**src/sv/vbbc_pkg.sv**
```systemverilog
`timescale 1ns / 1ps

package vbbc_pkg;

  // Field and register widths.
  localparam int unsigned ID_W      = 30;
  localparam int unsigned EXT_W     = 11;
  localparam int unsigned OUT_W     = 10;
  localparam int unsigned SUM_W     = 40;
  localparam int unsigned TOTAL_W   = 31;
  localparam int unsigned CFG_IDX_W = 2;
  localparam int unsigned S_TDATA_W = 32;
  localparam int unsigned M_TDATA_W = 64;
  localparam int unsigned M_TUSER_W = 3;
  localparam int unsigned NUM_AXES  = 3;

  localparam int unsigned MAX_DIM_DEFAULT = 1024;

  localparam logic [EXT_W-1:0] EXTENT_RESET = 11'd1024;

  // Configuration register indexes.
  localparam logic [CFG_IDX_W-1:0] REG_EXTENT_X = 2'd0;
  localparam logic [CFG_IDX_W-1:0] REG_EXTENT_Y = 2'd1;

  // Result kinds and axis codes.
  localparam logic KIND_COORD   = 1'b0;
  localparam logic KIND_SUMMARY = 1'b1;

  localparam logic [1:0] AXIS_X = 2'd0;
  localparam logic [1:0] AXIS_Z = 2'd2;

  // An extent of zero acts as one, and an extent above the volume limit
  // acts as the limit.
  function automatic logic [EXT_W-1:0] eff_extent(input logic [EXT_W-1:0] value,
                                                  input int unsigned max_dim);
    logic [EXT_W-1:0] result;
    if (value == '0) begin
      result = EXT_W'(1);
    end else if (32'(value) > max_dim) begin
      result = EXT_W'(max_dim);
    end else begin
      result = value;
    end
    return result;
  endfunction

endpackage

```
**src/sv/vbbc_split.sv**
```systemverilog
`timescale 1ns / 1ps

module vbbc_split #(
  parameter int unsigned MAX_DIM = vbbc_pkg::MAX_DIM_DEFAULT
) (
  input  logic                                    clk,
  input  logic                                    rst,
  input  logic                                    start,
  input  logic [vbbc_pkg::ID_W-1:0]               voxel_id,
  input  logic [vbbc_pkg::EXT_W-1:0]              ext_x,
  input  logic [vbbc_pkg::EXT_W-1:0]              ext_y,
  output logic                                    done,
  output logic [vbbc_pkg::EXT_W-1:0]              coord_i,
  output logic [vbbc_pkg::EXT_W-1:0]              coord_j,
  output logic [$clog2(MAX_DIM)-1:0]              coord_k
);
  import vbbc_pkg::*;

  localparam int unsigned KW    = $clog2(MAX_DIM);
  localparam int unsigned CNT_W = $clog2(ID_W);

  // Two restoring dividers run in a chain, one bit per cycle. The first
  // divides the id by the x extent; each quotient bit it produces feeds the
  // second, which divides that quotient by the y extent.
  logic [ID_W-1:0]  id_sr;
  logic [CNT_W-1:0] cnt;
  logic             busy;
  logic [EXT_W-1:0] rem_a;
  logic [EXT_W-1:0] rem_b;
  logic [KW-1:0]    quo_k;
  logic             k_ovf;

  logic [EXT_W:0]   trial_a;
  logic [EXT_W:0]   trial_b;
  logic             bit_a;
  logic             bit_b;
  logic [EXT_W-1:0] rem_a_next;
  logic [EXT_W-1:0] rem_b_next;

  always_comb begin
    trial_a    = {rem_a, id_sr[ID_W-1]};
    bit_a      = trial_a >= {1'b0, ext_x};
    rem_a_next = bit_a ? EXT_W'(trial_a - {1'b0, ext_x}) : EXT_W'(trial_a);
    trial_b    = {rem_b, bit_a};
    bit_b      = trial_b >= {1'b0, ext_y};
    rem_b_next = bit_b ? EXT_W'(trial_b - {1'b0, ext_y}) : EXT_W'(trial_b);
  end

  always_ff @(posedge clk) begin
    if (rst) begin
      busy <= 1'b0;
      done <= 1'b0;
    end else begin
      done <= 1'b0;
      if (start) begin
        id_sr <= voxel_id;
        cnt   <= '0;
        rem_a <= '0;
        rem_b <= '0;
        quo_k <= '0;
        k_ovf <= 1'b0;
        busy  <= 1'b1;
      end else if (busy) begin
        id_sr <= {id_sr[ID_W-2:0], 1'b0};
        rem_a <= rem_a_next;
        rem_b <= rem_b_next;
        quo_k <= KW'({quo_k, bit_b});
        k_ovf <= k_ovf | quo_k[KW-1];
        cnt   <= cnt + 1'b1;
        if (cnt == CNT_W'(ID_W - 1)) begin
          busy <= 1'b0;
          done <= 1'b1;
        end
      end
    end
  end

  assign coord_i = rem_a;
  assign coord_j = rem_b;
  assign coord_k = (k_ovf || 32'(quo_k) > MAX_DIM - 1) ? KW'(MAX_DIM - 1) : quo_k;

endmodule

```
**src/sv/vbbc_mean.sv**
```systemverilog
`timescale 1ns / 1ps

module vbbc_mean #(
  parameter int unsigned MAX_DIM = vbbc_pkg::MAX_DIM_DEFAULT
) (
  input  logic                          clk,
  input  logic                          rst,
  input  logic                          start,
  input  logic [vbbc_pkg::SUM_W-1:0]    dividend,
  input  logic [vbbc_pkg::TOTAL_W-1:0]  divisor,
  output logic                          done,
  output logic [$clog2(MAX_DIM)-1:0]    quotient
);
  import vbbc_pkg::*;

  localparam int unsigned KW    = $clog2(MAX_DIM);
  localparam int unsigned CNT_W = $clog2(SUM_W);

  // Restoring divider, one quotient bit per cycle. Only the low quotient
  // bits are kept; anything shifted past them marks the result as saturated.
  logic [SUM_W-1:0]   num_sr;
  logic [TOTAL_W-1:0] div_r;
  logic [TOTAL_W-1:0] rem;
  logic [KW-1:0]      quo;
  logic               ovf;
  logic [CNT_W-1:0]   cnt;
  logic               busy;

  logic [TOTAL_W:0]   trial;
  logic               qbit;
  logic [TOTAL_W-1:0] rem_next;

  always_comb begin
    trial    = {rem, num_sr[SUM_W-1]};
    qbit     = trial >= {1'b0, div_r};
    rem_next = qbit ? TOTAL_W'(trial - {1'b0, div_r}) : TOTAL_W'(trial);
  end

  always_ff @(posedge clk) begin
    if (rst) begin
      busy <= 1'b0;
      done <= 1'b0;
    end else begin
      done <= 1'b0;
      if (start) begin
        num_sr <= dividend;
        div_r  <= divisor;
        rem    <= '0;
        quo    <= '0;
        ovf    <= 1'b0;
        cnt    <= '0;
        busy   <= 1'b1;
      end else if (busy) begin
        num_sr <= {num_sr[SUM_W-2:0], 1'b0};
        rem    <= rem_next;
        quo    <= KW'({quo, qbit});
        ovf    <= ovf | quo[KW-1];
        cnt    <= cnt + 1'b1;
        if (cnt == CNT_W'(SUM_W - 1)) begin
          busy <= 1'b0;
          done <= 1'b1;
        end
      end
    end
  end

  assign quotient = (ovf || 32'(quo) > MAX_DIM - 1) ? KW'(MAX_DIM - 1) : quo;

endmodule

```
**src/sv/voxel_bounding_box_centroid_core.sv**
```systemverilog
`timescale 1ns / 1ps

// Voxel bounding box and centroid core.
// The s_ channel carries one item per voxel of an object: a linear voxel id
// in tdata and tlast set on the final voxel of the object. For every item the
// m_ channel returns a coordinate result with the i, j and k coordinates of
// the voxel. After the item marked last, three summary results follow, one
// per axis, with the minimum, maximum and truncated mean coordinate; tlast
// on the m_ channel marks the final result caused by each input item.
// Extents are written through the cfg_ port; the user must write them only
// while the core is idle, as the core itself does not enforce this. An
// extent of zero acts as one and one above MAX_DIM acts as MAX_DIM. The
// coordinate split is a pair of chained bit-serial dividers that handle one
// id bit per cycle; no new item is accepted before the coordinate result of
// the previous one has entered the output register. The item marked last
// adds three serial divisions for the means before the next item is taken.
// A result sits in an output register; while the receiver stalls, the core
// still accepts and splits the next item and holds it until the register is
// free. Reset returns both extents to their default, clears the statistics
// and drops any item in flight.
module voxel_bounding_box_centroid_core #(
  parameter int unsigned MAX_DIM = vbbc_pkg::MAX_DIM_DEFAULT
) (
  input  logic                              clk,
  input  logic                              rst,
  // Input items.
  input  logic                              s_tvalid,
  output logic                              s_tready,
  input  logic [vbbc_pkg::S_TDATA_W-1:0]    s_tdata,   // voxel_id[29:0], zero pad
  input  logic                              s_tlast,   // is_last
  // Result items.
  output logic                              m_tvalid,
  input  logic                              m_tready,
  output logic [vbbc_pkg::M_TDATA_W-1:0]    m_tdata,   // coord_i, coord_j, coord_k,
                                                       // axis_min, axis_max, axis_mean,
                                                       // zero pad
  output logic [vbbc_pkg::M_TUSER_W-1:0]    m_tuser,   // record_kind, axis[1:0]
  output logic                              m_tlast,   // end_of_run
  // Configuration writes.
  input  logic                              cfg_we,
  input  logic [vbbc_pkg::CFG_IDX_W-1:0]    cfg_index,
  input  logic [vbbc_pkg::EXT_W-1:0]        cfg_data
);
  import vbbc_pkg::*;

  localparam int unsigned KW = $clog2(MAX_DIM);
  localparam int unsigned CW = (KW > EXT_W) ? KW : EXT_W;

  typedef enum logic [2:0] {
    ST_IDLE,
    ST_SPLIT,
    ST_COORD,
    ST_MEAN_START,
    ST_MEAN_WAIT,
    ST_SUMMARY
  } state_t;

  state_t state;

  // Extents are stored already clamped to their effective value.
  logic [EXT_W-1:0] extent_x;
  logic [EXT_W-1:0] extent_y;

  logic             last_r;
  logic [1:0]       ax;

  logic [OUT_W-1:0]   min_coord [NUM_AXES];
  logic [OUT_W-1:0]   max_coord [NUM_AXES];
  logic [SUM_W-1:0]   coord_sum [NUM_AXES];
  logic [TOTAL_W-1:0] voxel_total;

  // Output register.
  logic             out_kind;
  logic [1:0]       out_axis;
  logic [OUT_W-1:0] out_i;
  logic [OUT_W-1:0] out_j;
  logic [OUT_W-1:0] out_k;
  logic [OUT_W-1:0] out_min;
  logic [OUT_W-1:0] out_max;
  logic [OUT_W-1:0] out_mean;
  logic             out_last;

  logic             split_start;
  logic             split_done;
  logic [EXT_W-1:0] split_i;
  logic [EXT_W-1:0] split_j;
  logic [KW-1:0]    split_k;

  logic             mean_start;
  logic             mean_done;
  logic [KW-1:0]    mean_q;

  logic             out_free;
  logic             emit_coord;
  logic             out_load;

  logic [CW-1:0]    c_full    [NUM_AXES];
  logic [OUT_W-1:0] c_low     [NUM_AXES];
  logic [SUM_W:0]   sum_wide  [NUM_AXES];
  logic [SUM_W-1:0] sum_next  [NUM_AXES];

  vbbc_split #(
    .MAX_DIM (MAX_DIM)
  ) u_split (
    .clk      (clk),
    .rst      (rst),
    .start    (split_start),
    .voxel_id (s_tdata[ID_W-1:0]),
    .ext_x    (extent_x),
    .ext_y    (extent_y),
    .done     (split_done),
    .coord_i  (split_i),
    .coord_j  (split_j),
    .coord_k  (split_k)
  );

  vbbc_mean #(
    .MAX_DIM (MAX_DIM)
  ) u_mean (
    .clk      (clk),
    .rst      (rst),
    .start    (mean_start),
    .dividend (coord_sum[ax]),
    .divisor  (voxel_total),
    .done     (mean_done),
    .quotient (mean_q)
  );

  assign s_tready    = (state == ST_IDLE);
  assign split_start = s_tvalid && s_tready;
  assign mean_start  = (state == ST_MEAN_START);
  assign out_free    = !m_tvalid || m_tready;

  // The coordinate result leaves as soon as the split finishes and the output
  // register is free, or later from ST_COORD if the receiver was stalled.
  assign emit_coord = out_free &&
                      ((state == ST_SPLIT && split_done) || state == ST_COORD);

  // The output register takes a new result in this cycle.
  assign out_load = emit_coord || (state == ST_SUMMARY && out_free);

  // Coordinates at full width for the sums; the bounds keep the low bits.
  always_comb begin
    c_full[0] = CW'(split_i);
    c_full[1] = CW'(split_j);
    c_full[2] = CW'(split_k);
    for (int a = 0; a < NUM_AXES; a++) begin
      c_low[a]    = c_full[a][OUT_W-1:0];
      sum_wide[a] = {1'b0, coord_sum[a]} + (SUM_W+1)'(c_full[a]);
      sum_next[a] = sum_wide[a][SUM_W] ? '1 : sum_wide[a][SUM_W-1:0];
    end
  end

  always_ff @(posedge clk) begin
    if (rst) begin
      state       <= ST_IDLE;
      m_tvalid    <= 1'b0;
      last_r      <= 1'b0;
      ax          <= AXIS_X;
      extent_x    <= eff_extent(EXTENT_RESET, MAX_DIM);
      extent_y    <= eff_extent(EXTENT_RESET, MAX_DIM);
      voxel_total <= '0;
      for (int a = 0; a < NUM_AXES; a++) begin
        min_coord[a] <= '1;
        max_coord[a] <= '0;
        coord_sum[a] <= '0;
      end
    end else begin
      if (cfg_we) begin
        unique case (cfg_index)
          REG_EXTENT_X: extent_x <= eff_extent(cfg_data, MAX_DIM);
          REG_EXTENT_Y: extent_y <= eff_extent(cfg_data, MAX_DIM);
          default: ;
        endcase
      end

      if (out_load) begin
        m_tvalid <= 1'b1;
      end else if (m_tvalid && m_tready) begin
        m_tvalid <= 1'b0;
      end

      unique case (state)
        ST_IDLE: begin
          if (s_tvalid) begin
            last_r <= s_tlast;
            state  <= ST_SPLIT;
          end
        end

        ST_SPLIT, ST_COORD: begin
          if (emit_coord) begin
            out_kind <= KIND_COORD;
            out_axis <= AXIS_X;
            out_i    <= c_low[0];
            out_j    <= c_low[1];
            out_k    <= c_low[2];
            out_min  <= '0;
            out_max  <= '0;
            out_mean <= '0;
            out_last <= !last_r;
            for (int a = 0; a < NUM_AXES; a++) begin
              if (c_low[a] < min_coord[a]) begin
                min_coord[a] <= c_low[a];
              end
              if (c_low[a] > max_coord[a]) begin
                max_coord[a] <= c_low[a];
              end
              coord_sum[a] <= sum_next[a];
            end
            if (voxel_total != '1) begin
              voxel_total <= voxel_total + 1'b1;
            end
            ax    <= AXIS_X;
            state <= last_r ? ST_MEAN_START : ST_IDLE;
          end else if (split_done) begin
            state <= ST_COORD;
          end
        end

        ST_MEAN_START: begin
          state <= ST_MEAN_WAIT;
        end

        ST_MEAN_WAIT: begin
          if (mean_done) begin
            state <= ST_SUMMARY;
          end
        end

        ST_SUMMARY: begin
          if (out_free) begin
            out_kind <= KIND_SUMMARY;
            out_axis <= ax;
            out_i    <= '0;
            out_j    <= '0;
            out_k    <= '0;
            out_min  <= min_coord[ax];
            out_max  <= max_coord[ax];
            out_mean <= OUT_W'(mean_q);
            out_last <= (ax == AXIS_Z);
            if (ax == AXIS_Z) begin
              // The object is finished: start the next one from scratch.
              voxel_total <= '0;
              for (int a = 0; a < NUM_AXES; a++) begin
                min_coord[a] <= '1;
                max_coord[a] <= '0;
                coord_sum[a] <= '0;
              end
              state <= ST_IDLE;
            end else begin
              ax    <= ax + 1'b1;
              state <= ST_MEAN_START;
            end
          end
        end

        default: begin
          state <= ST_IDLE;
        end
      endcase
    end
  end

  assign m_tdata = {(M_TDATA_W - 6 * OUT_W)'(0),
                    out_mean, out_max, out_min, out_k, out_j, out_i};
  assign m_tuser = {out_axis, out_kind};
  assign m_tlast = out_last;

`ifndef SYNTHESIS
  // Only one item is worked on at a time.
  assert property (@(posedge clk) disable iff (rst)
    s_tvalid && s_tready |=> !s_tready)
    else $error("item accepted while another is in flight");

  // The splitter only finishes while the controller waits for it.
  assert property (@(posedge clk) disable iff (rst)
    split_done |-> state == ST_SPLIT)
    else $error("coordinate split finished outside its wait state");

  // The mean divider only finishes while the controller waits for it.
  assert property (@(posedge clk) disable iff (rst)
    mean_done |-> state == ST_MEAN_WAIT)
    else $error("mean division finished outside its wait state");

  // A summary always covers at least one voxel, so its bounds are ordered.
  assert property (@(posedge clk) disable iff (rst)
    m_tvalid && out_kind == KIND_SUMMARY |-> out_min <= out_max)
    else $error("summary minimum above maximum");

  // Only the z-axis summary closes a run.
  assert property (@(posedge clk) disable iff (rst)
    m_tvalid && out_kind == KIND_SUMMARY |-> out_last == (out_axis == AXIS_Z))
    else $error("end of run on the wrong summary");
`endif

endmodule
```
**config.mk**
```make
export PLATFORM = sky130hd
export DESIGN_NAME = voxel_bounding_box_centroid_core
export DESIGN_NICKNAME = d
export VERILOG_FILES = /design/src/sv/vbbc_pkg.sv /design/src/sv/vbbc_split.sv /design/src/sv/vbbc_mean.sv /design/src/sv/voxel_bounding_box_centroid_core.sv
export SDC_FILE = /design/constraint.sdc
export NUM_CORES = 1
export LEC_CHECK = 0
export ABC_AREA = 1
export BUFFER_PORTS_ARGS = -buffer_cell sky130_fd_sc_hd__buf_2
export CORE_MARGIN = 2
export CORE_UTILIZATION = 40
export CTS_BUF_LIST = sky130_fd_sc_hd__clkbuf_8
export DETAILED_ROUTE_END_ITERATION = 6
export SLEW_MARGIN = 25
export SYNTH_ARGS = -nofsm -noshare
export SYNTH_HDL_FRONTEND = slang
export SYNTH_SLANG_ARGS = --single-unit
```
**constraint.sdc**
```tcl
create_clock -name clk -period 13.59 [get_ports clk]
set_clock_uncertainty 0.05 [all_clocks]
set_input_delay 2.0385 -clock clk [delete_from_list [all_inputs] [get_ports clk]]
set_output_delay 2.0385 -clock clk [all_outputs]
set_load 0.02 [all_outputs]
```
==> impl_results.md <==
* Outcome: finished, final reports clean
* CTS resizes at 0
* CP Class: primary input to flip-flop
* GR Util met1 at 29.2%
* Share of layout cells above drive strength 1 at under 10%
* GRT Total Usage at between 20% and 30%
* Row cnt at 103
* F_max at roughly 190 MHz
* Synthesized cell area at between 30,000 and 40,000 um^2
* Vias in the first global route at 25,400
* Pwr dens at between 100 and 150 nW/um^2
* Rel. slew slack at a little under a third
* DR vias/cell at 4.97
* Met2 Track Usage GR at 34.7%
* Hpwl dp at ~63,000 um
* Number of DRC markers in iteration 0 at between 2,000 and 2,500
* Area grow syn2layout at 10.9%
* Met3 global-route usage at 3.02%
* First-pass GRT wire length at 138,000 um
* Min-Delay Path Class: flip-flop to flip-flop
* Worst slew pin tran at between 1000 and 1500 ps
* CTS tree: done
* Core ar. at a little under 80,000 um^2
* Clock Latency Late Sink at approximately 700 ps
* Max VDD drop at 94.1 uV
* Initial Utilization at roughly two fifths
* Htree depth at 3
* Reg-to-reg endpoint: u_split.coord_j[0]$_SDFFCE_PP0P_
* Post-Synthesis Cells at between 4,000 and 5,000
* Largest net degree at the start of global routing at 79
* Initial DRT Pass Iterations at 6
* Avg Cell Area, Syn at ~7.6 um^2
* Maxcap violations at 0
* Total gr overflow at 0
* #FFs+latches synth at 497
* Final Hold Viols at 0
* Sequential share of the synthesized area at between 40% and 50%
* Die Y at approximately 290 um
* GP Congestion at about 0.94
* Chip Width at around 290 um
* Peak-usage layer in the global routing report: met2
* Crit. End Element: flip-flop
* Ys Warns at 0
* I/O Buffers at 114
* Worst Hold End: u_split.busy$_SDFF_PP0_
* Worst EP arrival at approximately 5700 ps
* RSZ-0062 raised after global routing: no
* CTS Hold Bufs at 0
* Startpoint types: primary input
* Antenna-violating nets left at 0
* Worst Path Max Fanout at 56
* Pleak at approximately 16 nW
* RR Startpoint: u_split.coord_i[2]$_SDFFCE_PP0P_
* Clock buffer count from CTS at 90
* Worst Hold Launch: u_split.busy$_SDFF_PP0_
* Worst reg-to-reg path cell count at 17
* Critical Path RT at between 10,000 and 15,000 ps
* Post-CTS setup buffers at 0
* Final Max Slew Viols at 0
* Post-route minimum period at between 5000 and 6000 ps
* Cells on Worst Hold Path at 2
* DRC violations left at 0
* Final period util at between 30% and 40%
* Unique masters post-synth at 50
* DRT Wirelength at 86,900 um
* Clock Sinks at between 400 and 500
* Final nets at approximately 4,500
* Num ports at 121
* Die ar. at between 80,000 and 90,000 um^2
* Clock transition at path regs at 60 ps
* DR WL/cell at roughly 16 um
* Worst R2R Setup Slack at between 9000 and 10,000 ps
* Final core occ at between 40% and 50%
* Setup Viol. Count Final at 0
* Via count at between 20,000 and 30,000
* Root Buffer: clkbuf_8
* Antenna violations before repair at 2
* Setup TNS at 0 ps
* Clock Path Buffers at 3
-- layout by cell type (no fill, tap or decap), drive strengths merged, types with 3 or more instances in the layout --
cell type / n
and3: 4
buf: 137
edfxtp: 431
o21ai: 212
and2: 7
nor3: 105
clkbuf: 103
a21boi: 3
inv: 693
a31oi: 12
fa: 6
dfxtp: 66
nand2: 1213
conb: 4
nand3: 209
bufinv: 7
or2: 10
nand4: 48
xnor2: 35
nand3b: 23
clkinv: 25
nor2: 497
a21oi: 269
nor4: 11
clkinvlp: 4
ha: 147
o21bai: 10
o211ai: 6
o21a: 3
xor2: 60
-- cells in the mapped netlist, drive strengths merged --
| cell | instances | area, um^2 |
|---|---|---|
| a21oi | 269 | 1350 |
| o21bai | 10 | 75.1 |
| nand2 | 1213 | 4570 |
| nand4 | 48 | 300 |
| ha | 147 | 1840 |
| nor4 | 11 | 68.8 |
| and3 | 4 | 25.0 |
| fa | 6 | 120 |
| nand3 | 209 | 1100 |
| buf | 50 | 328 |
| clkbuf | 70 | 264 |
| a21boi | 3 | 22.5 |
| inv | 664 | 2490 |
| a211oi | 2 | 15.0 |
| nor3b | 2 | 15.0 |
| or2 | 10 | 62.6 |
| clkinv | 2 | 7.51 |
| a21o | 2 | 15.0 |
| o211ai | 6 | 45.0 |
| edfxtp | 431 | 12900 |
| o2111ai | 2 | 17.5 |
| nor3 | 105 | 546 |
| a31oi | 12 | 75.1 |
| xnor2 | 35 | 307 |
| nor2 | 497 | 1890 |
| and2 | 7 | 43.8 |
| xor2 | 60 | 526 |
| o21ai | 212 | 1060 |
| nand3b | 23 | 173 |
| dfxtp | 66 | 1320 |
| o21a | 3 | 22.5 |
| o22ai | 2 | 12.5 |
| conb | 1 | 3.75 |
-- flip-flops by register name, summed over array words and instances (netlist names), 11 cells and up, named ones only --
| name | count |
|---|---|
| max_coord | 30 |
| min_coord | 30 |
| extent_x | 11 |
| coord_sum | 120 |
| u_mean.num_sr | 40 |
| voxel_total | 31 |
| extent_y | 11 |
| u_mean.rem | 31 |
| u_mean.div_r | 31 |
| u_split.id_sr | 30 |
| u_split.coord_j | 11 |
| u_split.coord_i | 11 |
-- worst max-delay path by stage --
stage	from	to	slack, ps	cells after the start
2_1_floorplan	rst	u_mean.cnt[0]$_SDFFCE_PN0P_	4300	3
3_3_place_gp	rst	coord_sum[1][32]$_SDFFCE_PP0P_	8060	9
3_5_place_dp	rst	coord_sum[1][32]$_SDFFCE_PP0P_	8040	9
4_1_cts	rst	coord_sum[2][0]$_SDFFCE_PP0P_	8800	9
5_1_grt	rst	coord_sum[1][0]$_SDFFCE_PP0P_	8100	9
6_report	rst	coord_sum[1][19]$_SDFFCE_PP0P_	8310	9
-- through the flow --
step	power, mW	hold slack, ps	std cells	instance area [um^2]	setup WS (ps)
5_1_grt	5.43	431	5421	35100	8100
3_5_place_dp	3.60	405	5253	33200	8040
6_report	5.08	416	5421	35100	8310
3_3_place_gp	3.58	406	5252	33200	8060
4_1_cts	5.12	417	5419	35100	8800
2_1_floorplan	3.19	380	4187	31700	4300
-- logic make-up after synthesis --
kind of cell	count (synthesis)	share of synthesized area [%]
compound gates	523	8.58
xor+xnor	95	2.63
fa+ha+maj	153	6.19
buf+inv	786	9.77
flops	497	45.1
other cells	1	0.0118
simple gates	2129	27.8
-- where the power goes --
group | internal [mW] | total, mW | leakage (nW) | switching (mW)
Combinational | 0.492 | 1.47 | 10.6 | 0.975
Sequential | 1.92 | 2.11 | 4.63 | 0.197
Clock | 0.831 | 1.50 | 1.08 | 0.668
-- per-layer routing --
metal	routed length (um)	share of wire, %
met3	4410	5.1
met4	2230	2.6
met5	0	0
met1	40500	47
met2	39800	46
-- worst max-delay path: stages --
cell	delay (ps)
buf_2	80
buf_4	420
clkinv_1	980
nand2_2	280
buf_4	530
clkinv_2	490
buf_4	460
nand2_1	170
inv_1	40
-- cell type report --
type                    instances  area, um^2
fillers                      8031       43500
inverters                     666        2500
well taps                    1050        1310
clock buffers                 103        1420
diodes                          1        2.50
flip-flops and latches        497       14300
repair buffers                137         771
clock inverters                63         479
multi-input cells            2904       14400
Note: power is estimated with default switching activity, not from simulation.
